File: config.mk
export PLATFORM = sky130hd
export DESIGN_NAME = pax_record_parser_unit_flat
export DESIGN_NICKNAME = d
export VERILOG_FILES = /design/src/rtl/core/prp_pkg.sv /design/src/rtl/core/prp_hdr_if.sv /design/src/rtl/core/prp_rec_if.sv /design/src/rtl/core/pax_record_parser_unit.sv /design/src/rtl/core/prp_step.sv /design/src/flat_wrapper.sv
export SDC_FILE = /design/constraint.sdc
export NUM_CORES = 1
export LEC_CHECK = 0
export ABC_CLOCK_PERIOD_IN_PS = 9600
export BUFFER_PORTS_ARGS = -buffer_cell sky130_fd_sc_hd__buf_2
export CAP_MARGIN = 15
export CORE_MARGIN = 10
export CORE_UTILIZATION = 30
export DETAILED_ROUTE_END_ITERATION = 8
export GPL_TIMING_DRIVEN = 0
export HOLD_SLACK_MARGIN = 0.1
export PLACE_DENSITY = 0.52
export SYNTH_ARGS = -nofsm -noshare
export SYNTH_HDL_FRONTEND = slang
export SYNTH_SLANG_ARGS = --single-unit
File: constraint.sdc
create_clock -name clk -period 9.6 [get_ports clk]
set_clock_uncertainty 0.15 [all_clocks]
set_input_delay 1.92 -clock clk [delete_from_list [all_inputs] [get_ports clk]]
set_output_delay 1.92 -clock clk [all_outputs]
set_load 0.02 [all_outputs]
File: src/rtl/core/prp_pkg.sv
`default_nettype none

package prp_pkg;

    typedef enum logic [2:0] {
        PH_START  = 3'd0,
        PH_LENGTH = 3'd1,
        PH_KEY    = 3'd2,
        PH_VALUE  = 3'd3,
        PH_HALT   = 3'd4
    } phase_t;

    typedef enum logic [1:0] {
        ST_RUN     = 2'd0,
        ST_OK      = 2'd1,
        ST_INVALID = 2'd2,
        ST_CORRUPT = 2'd3
    } status_t;

    localparam logic [7:0] CHAR_EQUALS  = 8'h3D;
    localparam logic [7:0] CHAR_SPACE   = 8'h20;
    localparam logic [7:0] CHAR_ZERO    = 8'h30;
    localparam logic [7:0] CHAR_NINE    = 8'h39;
    localparam logic [7:0] CHAR_NEWLINE = 8'h0A;
    localparam logic [7:0] CHAR_NUL     = 8'h00;

    typedef struct packed {
        logic [7:0] out_byte;
        logic       key_strobe;
        logic       value_strobe;
        logic       record_done;
        status_t    parse_status;
    } result_t;

endpackage

`default_nettype wire

File: src/rtl/core/prp_hdr_if.sv
`default_nettype none

interface prp_hdr_if;
    logic       valid;
    logic       ready;
    logic [7:0] data_byte;
    logic       block_end;

    modport source (output valid, output data_byte, output block_end, input ready);
    modport sink   (input valid, input data_byte, input block_end, output ready);
endinterface

`default_nettype wire

File: src/rtl/core/prp_rec_if.sv
`default_nettype none

interface prp_rec_if;
    logic       valid;
    logic       ready;
    logic [7:0] out_byte;
    logic       key_strobe;
    logic       value_strobe;
    logic       record_done;
    logic [1:0] parse_status;

    modport source (output valid, output out_byte, output key_strobe, output value_strobe,
                    output record_done, output parse_status, input ready);
    modport sink   (input valid, input out_byte, input key_strobe, input value_strobe,
                    input record_done, input parse_status, output ready);
endinterface

`default_nettype wire

File: src/rtl/core/pax_record_parser_unit.sv
`default_nettype none

// Channel | Role   | Payload
// --------+--------+----------------------------------------------------------
// hdr     | sink   | data_byte[7:0], block_end
// rec     | source | out_byte[7:0], key_strobe, value_strobe, record_done,
//         |        | parse_status[1:0]
//
// One byte per cycle sustained while rec takes results; each byte passes an
// input register and then a result register, and its result is presented on
// rec from the result register.
// The parser state advances as a byte moves from the input register to the
// result register, in one short step of compare and add logic.
// rst_n clears the parser to a record start with status running.
// A stall on rec holds the result register and then the input register; hdr
// stays ready while the input register is empty or about to move on.

module pax_record_parser_unit #(
    parameter int LEN_BITS = 20
) (
    input  wire logic clk,
    input  wire logic rst_n,
    prp_hdr_if.sink   hdr,
    prp_rec_if.source rec
);

    logic                hdr_valid_reg;
    logic [7:0]          hdr_byte_reg;
    logic                hdr_end_reg;
    prp_pkg::phase_t     phase_reg;
    prp_pkg::phase_t     phase_next;
    prp_pkg::status_t    status_reg;
    prp_pkg::status_t    status_next;
    logic [LEN_BITS-1:0] length_reg;
    logic [LEN_BITS-1:0] length_next;
    logic [LEN_BITS-1:0] count_reg;
    logic [LEN_BITS-1:0] count_next;
    logic                rec_valid_reg;
    prp_pkg::result_t    rec_reg;
    prp_pkg::result_t    rec_next;
    logic                advance;

    assign advance   = hdr_valid_reg && (!rec_valid_reg || rec.ready);
    assign hdr.ready = !hdr_valid_reg || advance;

    prp_step #(
        .LEN_BITS(LEN_BITS)
    ) u_step (
        .data_byte           (hdr_byte_reg),
        .block_end           (hdr_end_reg),
        .phase               (phase_reg),
        .status              (status_reg),
        .record_length       (length_reg),
        .bytes_in_record     (count_reg),
        .phase_next          (phase_next),
        .status_next         (status_next),
        .record_length_next  (length_next),
        .bytes_in_record_next(count_next),
        .result              (rec_next)
    );

    always_ff @(posedge clk or negedge rst_n)
    begin
        if (!rst_n)
        begin
            hdr_valid_reg <= 1'b0;
            rec_valid_reg <= 1'b0;
            phase_reg     <= prp_pkg::PH_START;
            status_reg    <= prp_pkg::ST_RUN;
            length_reg    <= '0;
            count_reg     <= '0;
        end
        else
        begin
            if (hdr.ready)
            begin
                hdr_valid_reg <= hdr.valid;
            end
            if (advance)
            begin
                rec_valid_reg <= 1'b1;
                phase_reg     <= phase_next;
                status_reg    <= status_next;
                length_reg    <= length_next;
                count_reg     <= count_next;
            end
            else if (rec.ready)
            begin
                rec_valid_reg <= 1'b0;
            end
        end
    end

    always_ff @(posedge clk)
    begin
        if (hdr.valid && hdr.ready)
        begin
            hdr_byte_reg <= hdr.data_byte;
            hdr_end_reg  <= hdr.block_end;
        end
        if (advance)
        begin
            rec_reg <= rec_next;
        end
    end

    assign rec.valid        = rec_valid_reg;
    assign rec.out_byte     = rec_reg.out_byte;
    assign rec.key_strobe   = rec_reg.key_strobe;
    assign rec.value_strobe = rec_reg.value_strobe;
    assign rec.record_done  = rec_reg.record_done;
    assign rec.parse_status = rec_reg.parse_status;

endmodule

`default_nettype wire

File: src/rtl/core/prp_step.sv
`default_nettype none

module prp_step #(
    parameter int LEN_BITS = 20
) (
    input  wire logic [7:0]          data_byte,
    input  wire logic                block_end,
    input  wire prp_pkg::phase_t     phase,
    input  wire prp_pkg::status_t    status,
    input  wire logic [LEN_BITS-1:0] record_length,
    input  wire logic [LEN_BITS-1:0] bytes_in_record,
    output prp_pkg::phase_t          phase_next,
    output prp_pkg::status_t         status_next,
    output logic [LEN_BITS-1:0]      record_length_next,
    output logic [LEN_BITS-1:0]      bytes_in_record_next,
    output prp_pkg::result_t         result
);

    localparam logic [LEN_BITS-1:0] LEN_MAX = {LEN_BITS{1'b1}};

    logic                is_digit;
    logic [LEN_BITS+3:0] len_times_ten;
    logic                len_overflow;
    logic [LEN_BITS-1:0] count_inc;
    logic                last_byte;
    prp_pkg::phase_t     step_phase;
    prp_pkg::status_t    step_status;
    prp_pkg::status_t    shown_status;
    logic                ends_corrupt;

    assign is_digit = (data_byte >= prp_pkg::CHAR_ZERO) && (data_byte <= prp_pkg::CHAR_NINE);
    // Times ten as two shifted adds plus the digit, kept four bits wide above the length.
    assign len_times_ten = {1'b0, record_length, 3'b000} + {3'b000, record_length, 1'b0}
                         + {{LEN_BITS{1'b0}}, data_byte[3:0]};
    assign len_overflow  = |len_times_ten[LEN_BITS+3:LEN_BITS];
    assign count_inc     = (bytes_in_record != LEN_MAX) ? bytes_in_record + 1'b1
                                                        : bytes_in_record;
    assign last_byte     = (count_inc == record_length);

    // Next state of the record parser.
    always_comb
    begin
        step_phase           = phase;
        step_status          = status;
        record_length_next   = record_length;
        bytes_in_record_next = bytes_in_record;
        unique case (phase)
            prp_pkg::PH_START:
            begin
                if (data_byte == prp_pkg::CHAR_NUL)
                begin
                    step_phase  = prp_pkg::PH_HALT;
                    step_status = prp_pkg::ST_OK;
                end
                else if (is_digit)
                begin
                    record_length_next   = {{(LEN_BITS-4){1'b0}}, data_byte[3:0]};
                    bytes_in_record_next = {{(LEN_BITS-1){1'b0}}, 1'b1};
                    step_phase           = prp_pkg::PH_LENGTH;
                end
                else
                begin
                    step_phase  = prp_pkg::PH_HALT;
                    step_status = prp_pkg::ST_INVALID;
                end
            end
            prp_pkg::PH_LENGTH:
            begin
                if (is_digit)
                begin
                    if (len_overflow)
                    begin
                        step_phase  = prp_pkg::PH_HALT;
                        step_status = prp_pkg::ST_INVALID;
                    end
                    else
                    begin
                        record_length_next   = len_times_ten[LEN_BITS-1:0];
                        bytes_in_record_next = count_inc;
                    end
                end
                else if (data_byte == prp_pkg::CHAR_SPACE)
                begin
                    bytes_in_record_next = count_inc;
                    // A zero length also fails here, since the count is never zero.
                    if (record_length <= count_inc)
                    begin
                        step_phase  = prp_pkg::PH_HALT;
                        step_status = prp_pkg::ST_INVALID;
                    end
                    else
                    begin
                        step_phase = prp_pkg::PH_KEY;
                    end
                end
                else
                begin
                    step_phase  = prp_pkg::PH_HALT;
                    step_status = prp_pkg::ST_INVALID;
                end
            end
            prp_pkg::PH_KEY:
            begin
                bytes_in_record_next = count_inc;
                if (data_byte == prp_pkg::CHAR_EQUALS)
                begin
                    // A separator on the last byte closes a record with an empty value.
                    if (last_byte)
                    begin
                        step_phase           = prp_pkg::PH_START;
                        record_length_next   = '0;
                        bytes_in_record_next = '0;
                    end
                    else
                    begin
                        step_phase = prp_pkg::PH_VALUE;
                    end
                end
                else if (last_byte)
                begin
                    step_phase  = prp_pkg::PH_HALT;
                    step_status = prp_pkg::ST_INVALID;
                end
            end
            prp_pkg::PH_VALUE:
            begin
                bytes_in_record_next = count_inc;
                if (last_byte)
                begin
                    step_phase           = prp_pkg::PH_START;
                    record_length_next   = '0;
                    bytes_in_record_next = '0;
                end
            end
            default:
            begin
                step_phase = phase;
            end
        endcase

        ends_corrupt = 1'b0;
        shown_status = step_status;
        status_next  = step_status;
        phase_next   = step_phase;
        if (block_end)
        begin
            if (step_status == prp_pkg::ST_RUN)
            begin
                if (step_phase == prp_pkg::PH_START)
                begin
                    shown_status = prp_pkg::ST_OK;
                end
                else if (step_phase == prp_pkg::PH_LENGTH)
                begin
                    shown_status = prp_pkg::ST_INVALID;
                end
                else
                begin
                    shown_status = prp_pkg::ST_CORRUPT;
                    ends_corrupt = 1'b1;
                end
            end
            // The next byte opens a new block.
            status_next          = prp_pkg::ST_RUN;
            phase_next           = prp_pkg::PH_START;
            record_length_next   = '0;
            bytes_in_record_next = '0;
        end
    end

    // Result of this byte.
    always_comb
    begin
        result              = '0;
        result.parse_status = shown_status;
        if (!ends_corrupt)
        begin
            unique case (phase)
                prp_pkg::PH_KEY:
                begin
                    if (data_byte == prp_pkg::CHAR_EQUALS)
                    begin
                        result.record_done = last_byte;
                    end
                    else if (!last_byte)
                    begin
                        result.out_byte   = data_byte;
                        result.key_strobe = 1'b1;
                    end
                end
                prp_pkg::PH_VALUE:
                begin
                    if (!(last_byte && data_byte == prp_pkg::CHAR_NEWLINE))
                    begin
                        result.out_byte     = data_byte;
                        result.value_strobe = 1'b1;
                    end
                    result.record_done = last_byte;
                end
                default:
                begin
                    result.out_byte = '0;
                end
            endcase
        end
    end

endmodule

`default_nettype wire

File: src/flat_wrapper.sv
// flat-port wrapper written by rule: the top's interface ports become plain ports
module pax_record_parser_unit_flat 
#(
    parameter int LEN_BITS = 20
)
  (clk, rst_n, hdr_valid, hdr_data_byte, hdr_block_end, hdr_ready, rec_valid, rec_out_byte, rec_key_strobe, rec_value_strobe, rec_record_done, rec_parse_status, rec_ready);
  prp_hdr_if hdr_i ();
  prp_rec_if rec_i ();
  input  wire logic clk;
  input  wire logic rst_n;
  input wire logic [$bits(hdr_i.valid)-1:0] hdr_valid;
  input wire logic [$bits(hdr_i.data_byte)-1:0] hdr_data_byte;
  input wire logic [$bits(hdr_i.block_end)-1:0] hdr_block_end;
  output wire logic [$bits(hdr_i.ready)-1:0] hdr_ready;
  output wire logic [$bits(rec_i.valid)-1:0] rec_valid;
  output wire logic [$bits(rec_i.out_byte)-1:0] rec_out_byte;
  output wire logic [$bits(rec_i.key_strobe)-1:0] rec_key_strobe;
  output wire logic [$bits(rec_i.value_strobe)-1:0] rec_value_strobe;
  output wire logic [$bits(rec_i.record_done)-1:0] rec_record_done;
  output wire logic [$bits(rec_i.parse_status)-1:0] rec_parse_status;
  input wire logic [$bits(rec_i.ready)-1:0] rec_ready;
  assign hdr_i.valid = hdr_valid;
  assign hdr_i.data_byte = hdr_data_byte;
  assign hdr_i.block_end = hdr_block_end;
  assign hdr_ready = hdr_i.ready;
  assign rec_valid = rec_i.valid;
  assign rec_out_byte = rec_i.out_byte;
  assign rec_key_strobe = rec_i.key_strobe;
  assign rec_value_strobe = rec_i.value_strobe;
  assign rec_record_done = rec_i.record_done;
  assign rec_parse_status = rec_i.parse_status;
  assign rec_i.ready = rec_ready;
  pax_record_parser_unit #(.LEN_BITS(LEN_BITS)) u_core (.clk(clk), .rst_n(rst_n), .hdr(hdr_i), .rec(rec_i));
endmodule
==> results of run 1 <==
## cell usage in the layout (no fill, tap or decap), types with 5 or more instances in the layout
cell type / Yosys / layout
dfrtp_1: 47 / 47
inv_1: 21 / 21
o211ai_1: 5 / 5
a21oi_1: 42 / 42
nand3_1: 24 / 24
o31ai_1: 34 / 34
nand2b_1: 8 / 8
ha_1: 59 / 59
nand4_1: 12 / 12
xor2_1: 16 / 16
clkbuf_1: 16 / 16
nor2_1: 45 / 45
a211oi_1: 8 / 8
o21a_1: 5 / 5
nor3_1: 7 / 7
nand2_1: 65 / 65
a31oi_1: 5 / 5
edfxtp_1: 22 / 22
o21ai_0: 30 / 30
a21o_1: 14 / 14
buf_2: 6 / 33
xnor2_1: 17 / 17
clkbuf_16: 0 / 9
and3_1: 6 / 6
mux2i_1: 5 / 5
nand3b_1: 6 / 6
## metrics by stage
stage | util [%] | cell area, um^2 | cells | worst slack (ns) | hold slack, ns
2_1_floorplan | - | 5360 | 590 | 5.06 | 0.307
3_3_place_gp | 33.2 | 5780 | 842 | 3.94 | 0.318
3_5_place_dp | 33.2 | 5780 | 842 | 3.88 | 0.332
4_1_cts | 34.9 | 6070 | 858 | 3.86 | 0.358
5_1_grt | 35.0 | 6090 | 859 | 3.38 | 0.373
6_report | 35.0 | 6090 | 859 | 3.91 | 0.359
## cells in the mapped netlist, types with 3 or more instances
library cell	count	area, um^2
nor4_1	4	25.0
nand4_1	12	75.1
o41ai_2	3	48.8
o21ai_0	30	150
nand3b_1	6	45.0
ha_1	59	738
o21bai_1	4	30.0
buf_2	6	30.0
buf_6	3	33.8
nor2_1	45	169
o31ai_1	34	255
nand2_1	65	244
nor2b_1	4	25.0
xnor2_1	17	149
and2_1	3	18.8
a211oi_1	8	60.1
and4_1	3	26.3
inv_1	21	78.8
dfrtp_1	47	1180
clkbuf_1	16	60.1
a311oi_1	3	26.3
a31oi_1	5	31.3
mux2i_1	5	50.1
a21o_1	14	105
nor3_1	7	35.0
nand2b_1	8	50.1
a21oi_1	42	210
o211ai_1	5	37.5
xor2_1	16	140
and3_1	6	37.5
o21a_1	5	37.5
nand3_1	24	120
edfxtp_1	22	661
o21ai_1	3	15.0
## how the worst max path moves through the flow
stage / start / end / slack [ns] / depth (start not counted)
final: u_core.count_reg[4]$_DFFE_PN0P_ / u_core.count_reg[3]$_DFFE_PN0P_ / 3.91 / 19
after global placement: u_core.count_reg[4]$_DFFE_PN0P_ / u_core.count_reg[14]$_DFFE_PN0P_ / 3.94 / 19
after detailed placement: u_core.count_reg[4]$_DFFE_PN0P_ / u_core.count_reg[9]$_DFFE_PN0P_ / 3.88 / 19
after floorplan: u_core.count_reg[4]$_DFFE_PN0P_ / u_core.rec.value_strobe$_SDFFCE_PP0P_ / 5.06 / 20
after CTS: u_core.count_reg[4]$_DFFE_PN0P_ / u_core.count_reg[9]$_DFFE_PN0P_ / 3.86 / 19
after global routing: u_core.count_reg[4]$_DFFE_PN0P_ / u_core.count_reg[9]$_DFFE_PN0P_ / 3.38 / 19
## where the power goes
part,internal (mW),switching (mW)
combinational,0.0463,0.0819
sequential,0.318,0.0125
clock,0.182,0.145
total,0.546,0.239
## logic make-up (layout without fill, tap and decap cells)
group	count (synthesis)	after routing	share of synthesized area [%]
AND/OR/NAND/NOR	199	199	18.3
AO/OA/AOI/OAI	175	175	22.4
flip-flops	69	69	34.2
adder cells (fa/ha/maj)	61	61	14.5
buffers and inverters	47	91	3.85
XOR/XNOR	34	34	5.81
multiplexers	5	5	0.933
## per-layer routing
metal | vias to the layer above | part of all wire (%)
met5 | - | 0
met2 | 78 | 47
met4 | 0 | 1.2
met1 | 2218 | 49
li1 | 2278 | -
met3 | 10 | 2.7
## area by class of cell
type / count / area (um^2)
buffer: 26 / 128
clock buffer: 9 / 225
clock inverter: 7 / 65.1
fill: 1803 / 11300
inverter: 21 / 78.8
multi-input combinational: 474 / 3320
sequential: 69 / 1840
tap: 225 / 282
timing repair buffer: 28 / 155
==> summary.txt, run 1 <==
detailed placement HPWL: 10,900 um
final hold violation count: 0
Seq/Total Area, Yosys: 34.2%
Slew Limit Fails: 0
num ports: 28
met3 GRT Util: 1.87%
hold buffers post-CTS: 0
Cell Pwr Density: 129 mW/mm^2
Ys Warns: 0
Total Power: 0.785 mW
Post-CTS Setup Repair Bufs: 0
FF-to-FF Start: u_core.count_reg[4]$_DFFE_PN0P_
Synth Cell Area: 0.00536 mm^2
Slew @ Worst Pin: 0.652 ns
nets: 703
status: completed
vias in the first global route: 4,519
Top Usage Layer GRT: met2
DRT iter0 DRCs: 314
Final Setup Violations: 0
antenna diode count: 0
CP max FO: 10
Setup Crit Path Kind: reg -> reg
distinct cell type count after synthesis: 64
Final Critical Period: 5.69 ns
Die W: 154 um
Lkg Pwr: 2.69 nW
post-CTS sizing: 0
Routed WL: 14,100 um
deepest clock path buffer count: 2
first-pass GRT wire length: 23,500 um
row cnt: 48
initial antenna violation count: 0
Post-synth ARST share: 68.1%
clk_lat worst skew: 0.34 ns
All-Layer GR Usage: 11.9%
Seq cells post-synth: 69
CTS sink cnt: 69
worst hold stages: 1
critical path startpoint category: register
Worst Path Arrival: 5.73 ns
Root Buffer: clkbuf_16
GP Congestion: 0.873
setup tns final: 0 ns
pin count of the biggest net entering global routing: 48
DRC violations left: 0
unrepaired setup endpoints after global routing: false
Worst EP required: 9.65 ns
share of layout cells above drive strength 1: 10.3%
Die ar.: 0.0236 mm^2
global route overflow: 0
TritonCTS clock tree: done
worst min path class: reg -> reg
met2 GRT Util: 19.4%
syn_nets: 664
CP endpoint kind: register
slowest library cell on the worst path: buf_1
R2R depth: 19
Slew HR: 56.5%
core area: 0.0174 mm^2
prevailing post-synth register cell: dfrtp_1
Worst path top cell family by delay: simple AND/OR/NAND/NOR gates
Vias: 4,584
crit-path cells: buf_2, and4_1, and3_1, clkbuf_1, and4b_1, clkbuf_1, nor2_1, nand3_1, nor2_1, xnor2_1, ha_1, nand4_1, nor4_1, nor3b_2, a311oi_1, nor2_1, clkbuf_1, buf_1, o31ai_1
R2R Setup Slk: 3.91 ns
GR Util met1: 15.7%
CP max stage delay: 0.50 ns
Syn-to-layout area delta: 13.6%
DIE HEIGHT: 154 um
WL/cell: 16.4 um
htree depth: 3
EDFF count, synth: 22
vias per cell: 5.34
cell count after synthesis: 590
port bufs: 27
final worst-path cycle share: 59.2%
Avg Inst Size Synth: 9.09 um^2
Num CTS Buffers: 9
Worst VDD drop: 0.0855 mV
max-cap violation count: 0
Hold Crit Start: u_core.hdr_valid_reg$_DFFE_PN0N_
hold endpoint: u_core.rec.valid$_DFFE_PN0P_
Initial Util: 30.8%
DRT Pass-1 Iters: 5
ANT nets after route: 0
reg-to-reg critical path endpoint: u_core.count_reg[3]$_DFFE_PN0P_
WP buf/inv: 5
Max Freq: 0.176 GHz
clock transition at the registers of the reported paths: 0.07 ns
No activity file was read; power rests on OpenSTA's default activity.
==> inputs of run 2 (changes only) <==
- ABC_CLOCK_PERIOD_IN_PS: 9600 -> 4800
- PLACE_DENSITY: 0.52 -> 0.54
- clock period: 9.6 -> 4.8 ns (I/O delays scaled with it)
==> summary.txt, run 2 (synthesis results as in run 1) <==
commonest non-fill, non-tap cell in the layout: nand2_1 (unchanged)
DRC violations left: 0 (unchanged)
port bufs: 27 (unchanged)
detailed placement HPWL: 10,800 um (was 10,900 um)
WP buf/inv: 3 (was 5)
Worst path top cell family by delay: simple AND/OR/NAND/NOR gates (unchanged)
Initial Util: 30.8% (unchanged)
final std cells w/o fill: 868 (was 859)
R2R depth: 19 (unchanged)
num ports: 28 (unchanged)
WL/cell: 16.2 um (was 16.4 um)
Placed Instance Area: 0.00578 mm^2 (unchanged)
worst hold stages: 2 (was 1)
htree depth: 3 (unchanged)
Slew HR: 54.7% (was 56.5%)
status: completed (unchanged)
first-pass GRT wire length: 23,200 um (was 23,500 um)
crit-path cells: and4_4, and3_2, and4b_1, clkbuf_8, nor2_4, buf_4, nand3_1, xor2_1, ha_1, a21o_1, a21oi_1, nor2b_1, o31a_1, a311oi_2, a211oi_2, nand2b_2, and4bb_2, buf_6, nor3_2 (was buf_2, and4_1, and3_1, clkbuf_1, and4b_1, clkbuf_1, nor2_1, nand3_1, nor2_1, xnor2_1, ha_1, nand4_1, nor4_1, nor3b_2, a311oi_1, nor2_1, clkbuf_1, buf_1, o31ai_1)
Die W: 154 um (unchanged)
Final Setup Violations: 0 (unchanged)
Setup Crit Path Kind: reg -> reg (unchanged)
Worst VDD drop: 0.126 mV (was 0.0855 mV)
Slew @ Worst Pin: 0.679 ns (was 0.652 ns)
pin count of the biggest net entering global routing: 48 (unchanged)
vias per cell: 5.36 (was 5.34)
Routed WL: 14,100 um (about the same)
Total Power: 1.62 mW (was 0.785 mW)
placed cell count: 842 (unchanged)
hold buffers post-CTS: 0 (unchanged)
R2R Setup Slk: 0.25 ns (was 3.91 ns)
worst min path class: reg -> reg (unchanged)
share of layout cells above drive strength 1: 15.9% (was 10.3%)
TritonCTS clock tree: done (unchanged)
CTS sink cnt: 69 (unchanged)
antenna diode count: 0 (unchanged)
Max Freq: 0.220 GHz (was 0.176 GHz)
Final Critical Period: 4.55 ns (was 5.69 ns)
clock transition at the registers of the reported paths: 0.06 ns (was 0.07 ns)
core area: 0.0174 mm^2 (unchanged)
Hold Crit Start: u_core.length_reg[0]$_DFFE_PN0P_ (was u_core.hdr_valid_reg$_DFFE_PN0N_)
hold endpoint: u_core.length_reg[0]$_DFFE_PN0P_ (was u_core.rec.valid$_DFFE_PN0P_)
row cnt: 48 (unchanged)
Die ar.: 0.0236 mm^2 (unchanged)
reg-to-reg critical path endpoint: u_core.rec.value_strobe$_SDFFCE_PP0P_ (was u_core.count_reg[3]$_DFFE_PN0P_)
slowest library cell on the worst path: dfrtp_1 (was buf_1)
final worst-path cycle share: 94.8% (was 59.2%)
Syn-to-layout area delta: 18.0% (was 13.6%)
Worst EP required: 4.83 ns (was 9.65 ns)
Lkg Pwr: 2.77 nW (was 2.69 nW)
clk_lat worst skew: 0.34 ns (about the same)
final hold violation count: 0 (unchanged)
nets: 712 (was 703)
Worst Path Arrival: 4.59 ns (was 5.73 ns)
vias in the first global route: 4,585 (was 4,519)
Vias: 4,653 (was 4,584)
All-Layer GR Usage: 11.8% (was 11.9%)
Cell Pwr Density: 256 mW/mm^2 (was 129 mW/mm^2)
CP max stage delay: 0.48 ns (was 0.50 ns)
global route overflow: 0 (unchanged)
max-cap violation count: 0 (unchanged)
CP max FO: 10 (unchanged)
Root Buffer: clkbuf_16 (unchanged)
most frequent cells in the layout: nand2_1, ha_1, dfrtp_1 (unchanged)
FF-to-FF Start: u_core.count_reg[4]$_DFFE_PN0P_ (unchanged)
Num CTS Buffers: 9 (unchanged)
critical path startpoint category: register (unchanged)
DRT iter0 DRCs: 237 (was 314)
ANT nets after route: 0 (unchanged)
Slew Limit Fails: 0 (unchanged)
CP endpoint kind: register (unchanged)
deepest clock path buffer count: 2 (unchanged)
initial antenna violation count: 0 (unchanged)
GP Congestion: 0.832 (was 0.873)
DRT Pass-1 Iters: 5 (unchanged)
Post-Layout Inst Area: 0.00633 mm^2 (was 0.00609 mm^2)
DIE HEIGHT: 154 um (unchanged)
-- run 2: what timing repair did --
item                       4_1_cts  5_1_grt
buffers inserted                 6        4
gates cloned                     0        1
gates resized for setup         19       26
pin swaps                        4       11
setup endpoints to repair       58       52
-- run 2: per-stage QoR --
step | utilization [%] | hold slack [ns] | setup TNS, ns | setup slack, ns
floorplan | - | 0.307 | 0 | 0.257
global placement | 33.2 | 0.325 | -33.00 | -0.791
detailed placement | 33.2 | 0.359 | -33.47 | -0.826
CTS | 35.6 | 0.377 | 0 | 0.0139
global route | 36.3 | 0.418 | -0.112 | -0.0235
finish | 36.3 | 0.375 | 0 | 0.249
-- run 2: area by class of cell --
class / instances / area [um^2]
inverter: 21 / 78.8
clock inverter: 7 / 65.1
multi-input combinational: 474 / 3460
tap: 225 / 282
fill: 1772 / 11100
clock buffer: 9 / 225
sequential: 69 / 1840
timing repair buffer: 39 / 241
buffer: 24 / 140
-- run 2: power breakdown --
group | switching [mW] | internal, mW | total (mW)
combinational | 0.183 | 0.121 | 0.304
sequential | 0.0246 | 0.636 | 0.661
clock | 0.290 | 0.363 | 0.654
total | 0.498 | 1.12 | 1.62
-- run 2: worst register-to-register path: cells and delay by family (launching register included) --
kind / cells / cell delay, ns
AND/OR/NAND/NOR: 9 / 1.67
flip-flops: 1 / 0.48
AO/OA/AOI/OAI: 5 / 1.06
XOR/XNOR: 1 / 0.24
buffers and inverters: 3 / 0.48
adder cells (fa/ha/maj): 1 / 0.30
-- run 2: worst max path at each step --
stage	cells after the start	slack (ns)	endpoint	start
after floorplan	20	0.26	u_core.rec.value_strobe$_SDFFCE_PP0P_	u_core.count_reg[4]$_DFFE_PN0P_
after global placement	19	-0.79	u_core.count_reg[14]$_DFFE_PN0P_	u_core.count_reg[4]$_DFFE_PN0P_
after detailed placement	19	-0.83	u_core.count_reg[9]$_DFFE_PN0P_	u_core.count_reg[4]$_DFFE_PN0P_
after CTS	20	0.01	u_core.rec.value_strobe$_SDFFCE_PP0P_	u_core.count_reg[4]$_DFFE_PN0P_
after global routing	19	-0.02	u_core.rec.value_strobe$_SDFFCE_PP0P_	u_core.count_reg[1]$_DFFE_PN0P_
final	19	0.25	u_core.rec.value_strobe$_SDFFCE_PP0P_	u_core.count_reg[4]$_DFFE_PN0P_
-- run 2: per-layer routing --
| metal | global-route usage, % | wire length [um] | up-vias |
|---|---|---|---|
| li1 | - | - | 2296 |
| met1 | 15.3 | 6800 | 2259 |
| met2 | 19.7 | 6680 | 85 |
| met3 | 1.67 | 445 | 13 |
| met4 | 3.33 | 161 | 0 |
| met5 | 0 | 0 | - |
